File: src/hw/rtl/mvts_pkg.sv
//------------------------------------------------------------------------------
// mvts_pkg
// Shared types and constants of the multi-voice tone synthesizer.
//------------------------------------------------------------------------------
package mvts_pkg;

	localparam int VOICES_DEF = 16;

	localparam logic [16:0] FULL_Q16   = 17'd65536;
	localparam logic [15:0] AMP_Q16    = 16'd45875;
	localparam logic signed [16:0] PULSE_HI = 17'sd32767;
	localparam logic signed [16:0] PULSE_LO = -17'sd10813;
	localparam logic [11:0] CUTOFF_Q15 = 12'd3277;
	localparam logic [11:0] VOLUME_Q16 = 12'd3277;
	localparam logic [15:0] LFSR_TAPS  = 16'hB400;
	localparam logic [15:0] LFSR_SEED  = 16'hACE1;

	localparam logic [1:0] KIND_SQUARE = 2'd0;
	localparam logic [1:0] KIND_PULSE  = 2'd1;
	localparam logic [1:0] KIND_NOISE  = 2'd2;

	localparam logic OP_TICK  = 1'b0;
	localparam logic OP_START = 1'b1;

	typedef struct packed {
		logic        op;
		logic [1:0]  instrument;
		logic [15:0] phase_step;
		logic [23:0] length_samples;
		logic [23:0] attack_samples;
		logic [23:0] decay_samples;
		logic [16:0] sustain_level;
		logic [23:0] release_samples;
	} in_item_t;

	typedef struct packed {
		logic signed [15:0] sample;
		logic               is_sample;
		logic               note_taken;
	} out_item_t;

	// per-voice record
	typedef struct packed {
		logic [1:0]  kind;
		logic [15:0] step;
		logic [23:0] len;
		logic [23:0] att;
		logic [23:0] dec;
		logic [16:0] sus;
		logic [23:0] rel;
	} voice_cfg_t;

endpackage

File: src/hw/rtl/mvts_front.sv
//------------------------------------------------------------------------------
// mvts_front
// Command intake: holds a two-entry queue of accepted items for the engine.
//------------------------------------------------------------------------------
module mvts_front (
	input  logic              clk,
	input  logic              arst_n,
	input  logic              start,
	input  mvts_pkg::in_item_t cmd,
	output logic              busy,
	output logic              q_valid,
	output mvts_pkg::in_item_t q_item,
	input  logic              q_pop
);
	import mvts_pkg::*;

	in_item_t   mem_q [2];
	logic       wp_q, rp_q;
	logic [1:0] cnt_q;
	logic       push;

	assign busy    = (cnt_q == 2'd2);
	assign push    = start && !busy;
	assign q_valid = (cnt_q != 2'd0);
	assign q_item  = mem_q[rp_q];

	// advance pointers and fill count
	always_ff @(posedge clk or negedge arst_n) begin
		if (!arst_n) begin
			wp_q  <= 1'b0;
			rp_q  <= 1'b0;
			cnt_q <= '0;
		end else begin
			if (push) wp_q <= ~wp_q;
			if (q_pop) rp_q <= ~rp_q;
			cnt_q <= cnt_q + {1'b0, push} - {1'b0, q_pop};
		end
	end

	always_ff @(posedge clk) begin
		if (push) mem_q[wp_q] <= cmd;
	end

	a_no_overfill: assert property (@(posedge clk) disable iff (!arst_n)
		cnt_q <= 2'd2) else $error("queue count out of range");
	a_pop_valid: assert property (@(posedge clk) disable iff (!arst_n)
		q_pop |-> q_valid) else $error("pop from empty queue");
	a_busy_full: assert property (@(posedge clk) disable iff (!arst_n)
		busy |-> !push) else $error("push while full");
endmodule

File: config.mk
export PLATFORM = sky130hd
export DESIGN_NAME = mvts_front
export DESIGN_NICKNAME = d
export VERILOG_FILES = /design/src/hw/rtl/mvts_pkg.sv /design/src/hw/rtl/mvts_front.sv
export SDC_FILE = /design/constraint.sdc
export NUM_CORES = 1
export LEC_CHECK = 0
export ABC_CLOCK_PERIOD_IN_PS = 18800
export BUFFER_PORTS_ARGS = -buffer_cell sky130_fd_sc_hd__buf_2
export CORE_MARGIN = 3
export CORE_UTILIZATION = 45
export DETAILED_ROUTE_END_ITERATION = 16
export GPL_ROUTABILITY_DRIVEN = 0
export PLACE_DENSITY = 0.75
export SLEW_MARGIN = 20
export SYNTH_ARGS = -nofsm -noshare
export SYNTH_HDL_FRONTEND = slang
export SYNTH_SLANG_ARGS = --single-unit
export TNS_END_PERCENT = 50
File: constraint.sdc
create_clock -name clk -period 18.8 [get_ports clk]
set_input_delay 1.88 -clock clk [delete_from_list [all_inputs] [get_ports clk]]
set_output_delay 1.88 -clock clk [all_outputs]
set_load 0.05 [all_outputs]
---- Word-level counts from Yosys, hierarchy flattened ----
Memory sizes are Yosys's and may differ from the RTL's.
Cells that the tools add are included.
storage, ports and cells
  register bits after elaboration ......... 4
  memories ................................ 1
  output and inout bits ................... 134
  input bits .............................. 136
  RAM bits ................................ 264
  logic and storage cells ................. 14
memory list
  memory  depth  bits a word  rd ports  clocked after Yosys merged registers in  wr ports  line              source
  mem_q   2      132          1         0                                        1         mvts_front.sv:17  in_item_t mem_q [2];
cells by class
  bitwise operators ....................... 2
  multiplexer cells ....................... 2
  reductions and logical operators ........ 3
  equal/unequal tests ..................... 1
  add/subtract/negate cells ............... 2
operator list
  kind                  count
  $add A2 B1 Y2         1
  $eq A2 B2 Y1 const B  1
  $mux W1               2
  $not A1 Y1            2
  $reduce_bool A2 Y1    1
  $sub A2 B1 Y2         1
  $logic_and A1 B1 Y1   1
  $logic_not A1 Y1      1

---- Logic depth before layout (Yosys ltp) ----
Gate-level depths: netlist of the first run.
  word-level depth ........................ 5
  depth in mapped cells ................... 7
  mapped depth without buffers ............ 7

---- Worst setup path before layout of the first run ----
Ideal clock, no wire load.
  path kind ............................... input to register
  start point ............................. in start
  end point ............................... mem mem_q[0][0] (netlist bit), enable pin
  slack ................................... 10.718 ns
  stages on the path ...................... 2
  setup time .............................. 0.625 ns
  buffers on the path ..................... 0
  required time ........................... 18.175 ns
  arrival time ............................ 7.457 ns
  cells stage by stage .................... nand2_1 -> nor2_1
on the way
  longest elaborated chain between the ends .. 3
ends and longest elaborated chain
  element                        line              source
  start, declared                mvts_front.sv:8   input logic start,
  $logic_and A1 B1 Y1            mvts_front.sv:23  assign push = start && !busy;
  $mux W1                        mvts_front.sv:41  if (push) mem_q[wp_q] <= cmd;
  $mux W1 (not written as such)  mvts_front.sv:41
  end, declared                  mvts_front.sv:17
Every way passes these cells.

==> results of run 1 <==
-- flip-flops by register name (all words and copies together) (netlist names) --
signal / count
mem_q: 264
cnt_q: 2
rp_q: 1
wp_q: 1
-- per-layer routing --
metal / track usage, % / share of wire, %
met5: 0 / 0.076
met4: 4.25 / 2.9
met3: 5.29 / 9.4
met2: 25.2 / 50
met1: 17.4 / 38
-- Yosys cell counts --
master,count
buf_2,6
nand2b_1,1
mux2_2,62
nand2_1,1
mux2_4,70
xnor2_1,3
inv_1,2
buf_6,9
and3_1,1
xor2_1,1
edfxtp_1,264
nor2_1,1
ha_1,2
dfrtp_1,4
or2_2,1
-- worst min path at each step --
stage          endpoint
3_3_place_gp   cnt_q[0]
4_1_cts        cnt_q[0]
3_5_place_dp   cnt_q[0]
2_1_floorplan      wp_q
5_1_grt        cnt_q[0]
6_report       cnt_q[0]
-- logic make-up after synthesis --
family | after synthesis
buffers and inverters | 17
XOR/XNOR | 4
flip-flops | 268
adder cells (fa/ha/maj) | 2
multiplexers | 132
AND/OR/NAND/NOR | 5
-- per-stage QoR --
step	total power, mW	hold slack, ns
2_1_floorplan	1.70	0.460
3_3_place_gp	1.85	0.497
3_5_place_dp	1.87	0.530
4_1_cts	2.37	0.543
5_1_grt	2.43	0.568
6_report	2.34	0.535
-- power by group --
group,switching [mW],internal (mW),total (mW)
registers,0.0347,0.820,0.854
clock network,0.202,0.289,0.490
logic,0.705,0.288,0.993
total,0.941,1.40,2.34
-- final cells by class --
type | instances | area share (%)
clock inverters | 13 | 0.876
clock buffers | 34 | 5.65
well taps | 275 | 2.77
multi-input cells | 143 | 14.9
inverters | 2 | 0.0604
diodes | 1 | 0.0201
flip-flops and latches | 268 | 64.6
repair buffers | 274 | 11.1
==> results.md, run 1 <==
- CP max stage delay: 0.78 ns
- Placed Area: 0.0116 mm^2
- Dpl hpwl: 12,700 um
- Commonest non-fill, non-tap cell in the layout: buf_2
- Kind of start point of the critical path: flip-flop
- Skew-Pair Late Insertion Delay: 0.51 ns
- Share of layout cells above drive strength 1: 60.4%
- Core Box Area: 0.0214 mm^2
- Root buffer cell: clkbuf_16
- Pwr Density: 188 mW/mm^2
- Largest family of logic cells by synthesized area: multiplexers
- FF+latch area: 0.00803 mm^2
- Hold WC Path Type: reg2reg
- First-pass GRT wire length: 28,000 um
- Final net count: 853
- Global Route Usage Sum: 14.6%
- Fillers: 1,621
- Area Growth Syn to Fin: 24.3%
- Util after Layout: 58.0%
- Hold_buf cts: 0
- Worst slew margin: 31.6%
- Setup violations, final: 0
- Initial antenna violation count: 2
- First DRT Iteration DRCs: 248
- RSZ-0062 raised after global routing: false
- Top cells by area, synth: edfxtp_1 79%, mux2_4 11%, mux2_2 7.0%
- Min Tclk post-route: 4.41 ns
- Worst slew pin tran: 1.03 ns
- Adder-Cell Fraction of Synth Area: 0.250%
- F_max: 227 MHz
- Non-filler cells, final: 1,010
- Worst vdd ir: 0.142 mV
- Worst clock skew: 0.00746 ns
- Setup crit end kind: output pin
- Sequential element share of the synthesized area: 80.3%
- H-tree depth: 1
- R2R Path Start: cnt_q[1]
- Crit path from: rp_q
- WP data arrival: 2.53 ns
- Num CTS Buffers: 26
- Cell variety after synth: 15
- CTS sink cnt: 268
- CTS tree: yes
- Drt wl/cell: 18.3 um
- CP top delay family: buffers and inverters
- Post-Syn Area: 0.0100 mm^2
- Tcrit/Tclk final: 23.5%
- Total wire length: 18,500 um
- Most frequent cells in the layout: 269 x buf_2, 264 x edfxtp_1, 70 x mux2_4
- R2R setup slack: 16.18 ns
- Mux contribution to synthesized area: 17.5%
- CP required: 16.92 ns
- DRC viols: 0
- Worst-case reg-to-reg path depth: 3
- Synth Area in XOR/XNOR: 0.350%
- Slowest CP cell: buf_4
- Post-route cell area: 0.0124 mm^2
- Simple-Gate Fraction of Synth Area: 0.263%
- Cells after Synth: 428
- Crit path max fanout: 59
- Crit path cell chain: buf_4, mux2_2, buf_2
- Syn Nets: 566
- Hold Crit Depth: 1
- Vias post-DR: 4,955
- GRT overflow: 0
- Fin. max-slew vios: 0
- Largest net degree at the start of global routing: 79
- Final Hold Violating Endpoints: 0
- Number of max-cap violations: 0
- Worst hold path startpoint: cnt_q[0]
- Compound-Gate Fraction of Synth Area: 0%
- Crit path kind: reg2out
- Postcts setup bufs: 0
- CP Depth: 3
- Via/cell ratio: 4.91
- Setup crit end: q_item[46]
- Post-synth top area cell: edfxtp_1
- DIE HEIGHT: 155 um
- First-pass detailed-route iteration total: 6
- Area share of the largest cell type after synthesis: 79.3%
- Worst-path clk slew: 0.06 ns
- Post-route ant nets: 0
- # port buffers: 269
- Outcome: finished, final reports clean
- Inst Count DP: 962
- Multi-input logic area: 0.00185 mm^2
- #FFs+latches synth: 268
- PnR worst setup slack: 14.39 ns
- CTS Buffer Depth: 3
- Reg-to-Reg End: mem_q[1][2]
- Die Wd: 155 um
- Vias in the first global route: 5,279
- Cts repair resizes: 0
- Row Count: 53
- Leak: 4.84 nW
- Starting Density: 46.7%
- IO Pins: 270
- Ys Warns: 0
- Die Area: 0.0241 mm^2
- Buf/Inv on CP: 2
- Setup TNS: 0 ns
- Syn Area/Cell: 23.4 um^2
- Pre-CTS WS: 14.71 ns
No activity file was read; power rests on OpenSTA's default activity.
==> run 2: changes to the inputs <==
- ABC_CLOCK_PERIOD_IN_PS: 18800 -> 3980
- PLACE_DENSITY: 0.75 -> 0.78
- clock period: 18.8 -> 3.98 ns (I/O delays scaled with it)
==> run 2 against run 1 <==
Die area is the same; sequential cell count is the same; sequential power grew to 4.8 times the previous value; non-clock buffer count grew 2; sequential share of layout area shrank 0.25 points; worst hold slack lost 0.46 ns; wire length grew 0.85%; clock skew is essentially flat; clock power grew to 4.7 times the previous value; design area grew 0.39%; critical path type unchanged; largest power group unchanged; highest routed layer unchanged.
==> results.md, run 2 (synthesized netlist as in run 1, its figures left out) <==
- Crit path kind: reg2out
- Global Route Usage Sum: 14.8%
- Worst slew pin tran: 0.818 ns
- Non-filler cells, final: 1,011
- Final Hold Violating Endpoints: 0
- Largest net degree at the start of global routing: 86
- Top Registers: mem_q (264), cnt_q (2)
- H-tree depth: 1
- Placed Area: 0.0116 mm^2
- Root buffer cell: clkbuf_16
- Final net count: 856
- Setup crit end kind: output pin
- ANT cells: 0
- Crit path max fanout: 40
- Worst vdd ir: 0.672 mV
- CP required: 3.58 ns
- Via/cell ratio: 4.90
- Dpl hpwl: 12,600 um
- Num CTS Buffers: 27
- Number of max-cap violations: 0
- GRT overflow: 0
- Starting Density: 46.7%
- Worst slew margin: 45.5%
- Row Count: 53
- Final hold slack: 0.0709 ns
- Initial antenna violation count: 1
- Core Box Area: 0.0214 mm^2
- Drt wl/cell: 18.4 um
- Setup violations, final: 0
- Hold WC Path Type: in2reg
- Die Area: 0.0241 mm^2
- F_max: 335 MHz
- Outcome: finished, final reports clean
- Share of layout cells above drive strength 1: 61.0%
- CTS Buffer Depth: 3
- Util after Layout: 58.3%
- Worst clock skew: 0.00738 ns
- WP data arrival: 2.58 ns
- Inst Count DP: 963
- Vias post-DR: 4,953
- Total wire length: 18,600 um
- Commonest non-fill, non-tap cell in the layout: buf_2
- First DRT Iteration DRCs: 220
- Vias in the first global route: 5,336
- Setup TNS: 0 ns
- Kind of start point of the critical path: flip-flop
- Biggest register: mem_q
- First-pass detailed-route iteration total: 4
- Pwr Density: 885 mW/mm^2
- Post-route cell area: 0.0125 mm^2
- Worst-path clk slew: 0.06 ns
- IO Pins: 270
- Tcrit/Tclk final: 74.9%
- Die Wd: 155 um
- Area Growth Syn to Fin: 24.7%
- Fin. max-slew vios: 0
- Min Tclk post-route: 2.98 ns
- Leak: 4.88 nW
- First-pass GRT wire length: 28,400 um
- DRC viols: 0
- Most frequent cells in the layout: 269 x buf_2, 264 x edfxtp_1, 70 x mux2_4
- Post-route ant nets: 0
- Max reg flops: 264
- # port buffers: 269
- CTS sink cnt: 268
- DIE HEIGHT: 155 um
- RSZ-0062 raised after global routing: false
- Skew-Pair Late Insertion Delay: 0.51 ns
- CTS tree: yes
==> run 2: area by class of cell <==
class | instances | area [um^2]
clock buffer | 34 | 732
clock inverter | 13 | 83.8
fill | 1574 | 8940
inverter | 2 | 7.51
multi-input combinational | 143 | 1850
sequential | 268 | 8030
tap | 275 | 344
timing repair buffer | 276 | 1430
==> run 2: layer usage <==
metal | routed length (um) | part of all wire, % | vias up | track usage, %
li1 | - | - | 2282 | -
met3 | 1550 | 8.3 | 49 | 4.14
met1 | 7260 | 39 | 2409 | 18.1
met5 | 20 | 0.11 | - | 0
met2 | 9200 | 49 | 211 | 25.5
met4 | 622 | 3.3 | 2 | 4.67
==> run 2: timing repair <==
item	in CTS	in global routing
hold buffers	1	0
setup buffers	0	0
hold endpoints to repair	4	0
resized for setup	0	0
==> run 2: worst max-delay path, stage by stage (launching register included) <==
cell and delay, ns:
dfrtp_4 0.81, buf_4 0.57, mux2_2 0.41, buf_2 0.21
==> run 2: through the flow <==
stage	total power [mW]	worst slack (ns)
finish	11.0	0.999
global route	11.5	0.874
CTS	11.2	0.967
detailed placement	8.84	1.52
global placement	8.73	1.63
floorplan	7.97	-0.103
==> run 2: worst paths after layout <==
check | slack, ns | to | startpoint | cells past startpoint
max | 1.0 | q_item[13] | rp_q | 3
min | 0.07 | mem_q[0][59] | cmd[59] | 1
max reg2reg | 1.83 | mem_q[1][24] | cnt_q[1] | 3
min reg2reg | 0.55 | cnt_q[0] | cnt_q[0] | 1
max in group asynchronous | 3.61 | rp_q | arst_n | 2
min in group asynchronous | 0.23 | cnt_q[0] | arst_n | 2
==> run 2: report_power, final <==
part / switching (mW) / total, mW / leakage [nW] / internal (mW)
Combinational: 3.25 / 4.62 / 1.97 / 1.37
Clock: 0.963 / 2.31 / 0.408 / 1.35
Sequential: 0.249 / 4.11 / 2.50 / 3.86
Total: 4.47 / 11.0 / 4.88 / 6.58
==> run 3: changes to the inputs <==
- ABC_CLOCK_PERIOD_IN_PS: 3980 -> 2600
- clock period: 3.98 -> 2.6 ns (I/O delays scaled with it)
==> run 3 against run 2 <==
Non-clock buffer count is 144 higher; count of clock-buffer cells in the layout fell by 6; sequential share of layout area is 7.2 points lower; power is 61% higher; design area rose by 13%; clock skew rose by 0.0035 ns; wire length increased by 18%; sequential power is 53% higher; sequential cell count did not move; largest cell class unchanged; highest routed layer is now met4.
==> results.md, run 3 (synthesized netlist as in run 1, its figures left out) <==
- Outcome: finished, final reports clean
- Dpl hpwl: 13,500 um
- Leak: 5.56 nW
- First DRT Iteration DRCs: 253
- CTS Buffer Depth: 3
- Number of max-cap violations: 0
- H-tree depth: 1
- Num CTS Buffers: 27
- R2R Path Start: cnt_q[1]
- Die Wd: 155 um
- Post-route ant nets: 0
- Final Hold Violating Endpoints: 0
- WP data arrival: 2.17 ns
- Biggest register: mem_q
- Pwr Density: 1270 mW/mm^2
- Worst-path clk slew: 0.07 ns
- Crit path from: rp_q
- RSZ-0062 raised after global routing: false
- First-pass detailed-route iteration total: 5
- # port buffers: 269
- Inst Count DP: 974
- F_max: 412 MHz
- IO Pins: 270
- Root buffer cell: clkbuf_16
- Crit path max fanout: 29
- GRT overflow: 0
- Min Tclk post-route: 2.43 ns
- Pre-CTS WS: 0.711 ns
- Cts repair resizes: 0
- Vias in the first global route: 6,339
- Worst slew pin tran: 0.523 ns
- Starting Density: 46.7%
- Core Box Area: 0.0214 mm^2
- Worst clock skew: 0.0109 ns
- Setup crit end kind: output pin
- CTS tree: yes
- PnR worst setup slack: 0.172 ns
- Tcrit/Tclk final: 93.4%
- CP required: 2.34 ns
- Fin. max-slew vios: 0
- CTS sink cnt: 268
- Worst hold path startpoint: start
- Placed Area: 0.0118 mm^2
- First-pass GRT wire length: 34,000 um
- Die Area: 0.0241 mm^2
- Hold WC Path Type: in2reg
- Largest net degree at the start of global routing: 69
- Top Registers: mem_q (264), cnt_q (2)
- Most frequent cells in the layout: 269 x buf_2, 264 x edfxtp_1, 134 x dlygate4sd3_1
- Worst slew margin: 65.1%
- Area Growth Syn to Fin: 40.6%
- Final net count: 1,000
- Share of layout cells above drive strength 1: 53.1%
- Via/cell ratio: 4.85
- DRC viols: 0
- Max reg flops: 264
- Row Count: 53
- Global Route Usage Sum: 17.9%
- Crit path kind: reg2out
- Drt wl/cell: 19.0 um
- Total wire length: 22,000 um
- Initial antenna violation count: 0
- Skew-Pair Late Insertion Delay: 0.52 ns
- Vias post-DR: 5,619
- Non-filler cells, final: 1,158
- DIE HEIGHT: 155 um
- Fillers: 1,396
- Post-route cell area: 0.0141 mm^2
- Worst vdd ir: 0.987 mV
- Util after Layout: 65.6%
- Kind of start point of the critical path: flip-flop
- Commonest non-fill, non-tap cell in the layout: buf_2
- Setup violations, final: 0
run 3: cell types whose count changed in the layout (fill, tap and decap cells not counted), sizes merged:
cell and delta:
clkinv +3, bufinv +4, buf +11, dlygate4sd3 +133, clkbuf -6, inv +1, diode +1
run 3: stage by stage:
| stage | TNS [ns] | hold slack [ns] | power, mW |
|---|---|---|---|
| 4_1_cts | 0 | 0.0587 | 17.9 |
| 3_3_place_gp | 0 | 0.0665 | 13.6 |
| 2_1_floorplan | -49.52 | -0.0356 | 12.2 |
| 6_report | 0 | 0.0758 | 17.8 |
| 5_1_grt | 0 | 0.0823 | 18.5 |
| 3_5_place_dp | 0 | 0.0731 | 13.8 |
run 3: worst paths after layout:
check,end,slack (ns),cells past startpoint
max,q_item[30],0.17,3
min,wp_q,0.08,3
max reg2reg,mem_q[0][12],1.01,4
min reg2reg,cnt_q[0],0.52,1
max in group asynchronous,rp_q,2.35,2
min in group asynchronous,wp_q,0.11,2
run 3: worst max-delay path, stage by stage, from the launching register on:
cell     delay, ns
dfrtp_4       0.77
buf_4         0.29
mux2_2        0.36
buf_2         0.22
run 3: layer usage:
| layer | track usage, % | wire [um] | vias up |
|---|---|---|---|
| met5 | 0 | 0 | - |
| met4 | 5.59 | 651 | 0 |
| met3 | 4.14 | 1610 | 44 |
| met2 | 32.9 | 11700 | 228 |
| met1 | 20.8 | 8040 | 2774 |
| li1 | - | - | 2573 |
run 3: what timing repair did:
action | 4_1_cts | 5_1_grt
endpoints found under the setup margin | 0 | 0
buffers inserted | 0 | 0
hold buffers | 134 | 0
hold endpoints to repair | 269 | 0
run 3: area by class of cell:
class	count	area, um^2	share of cell area (%)
well taps	275	344	2.45
multi-input cells	143	1850	13.2
inverters	2	7.51	0.0534
diodes	1	2.50	0.0178
clock buffers	28	679	4.83
flip-flops and latches	268	8030	57.1
repair buffers	420	2900	20.6
clock inverters	21	241	1.72
run 3: where the power goes:
group	total (mW)	switching, mW	internal [mW]	leakage [nW]
clock network	3.98	1.58	2.40	0.461
logic	7.57	5.16	2.40	2.60
registers	6.27	0.367	5.91	2.50
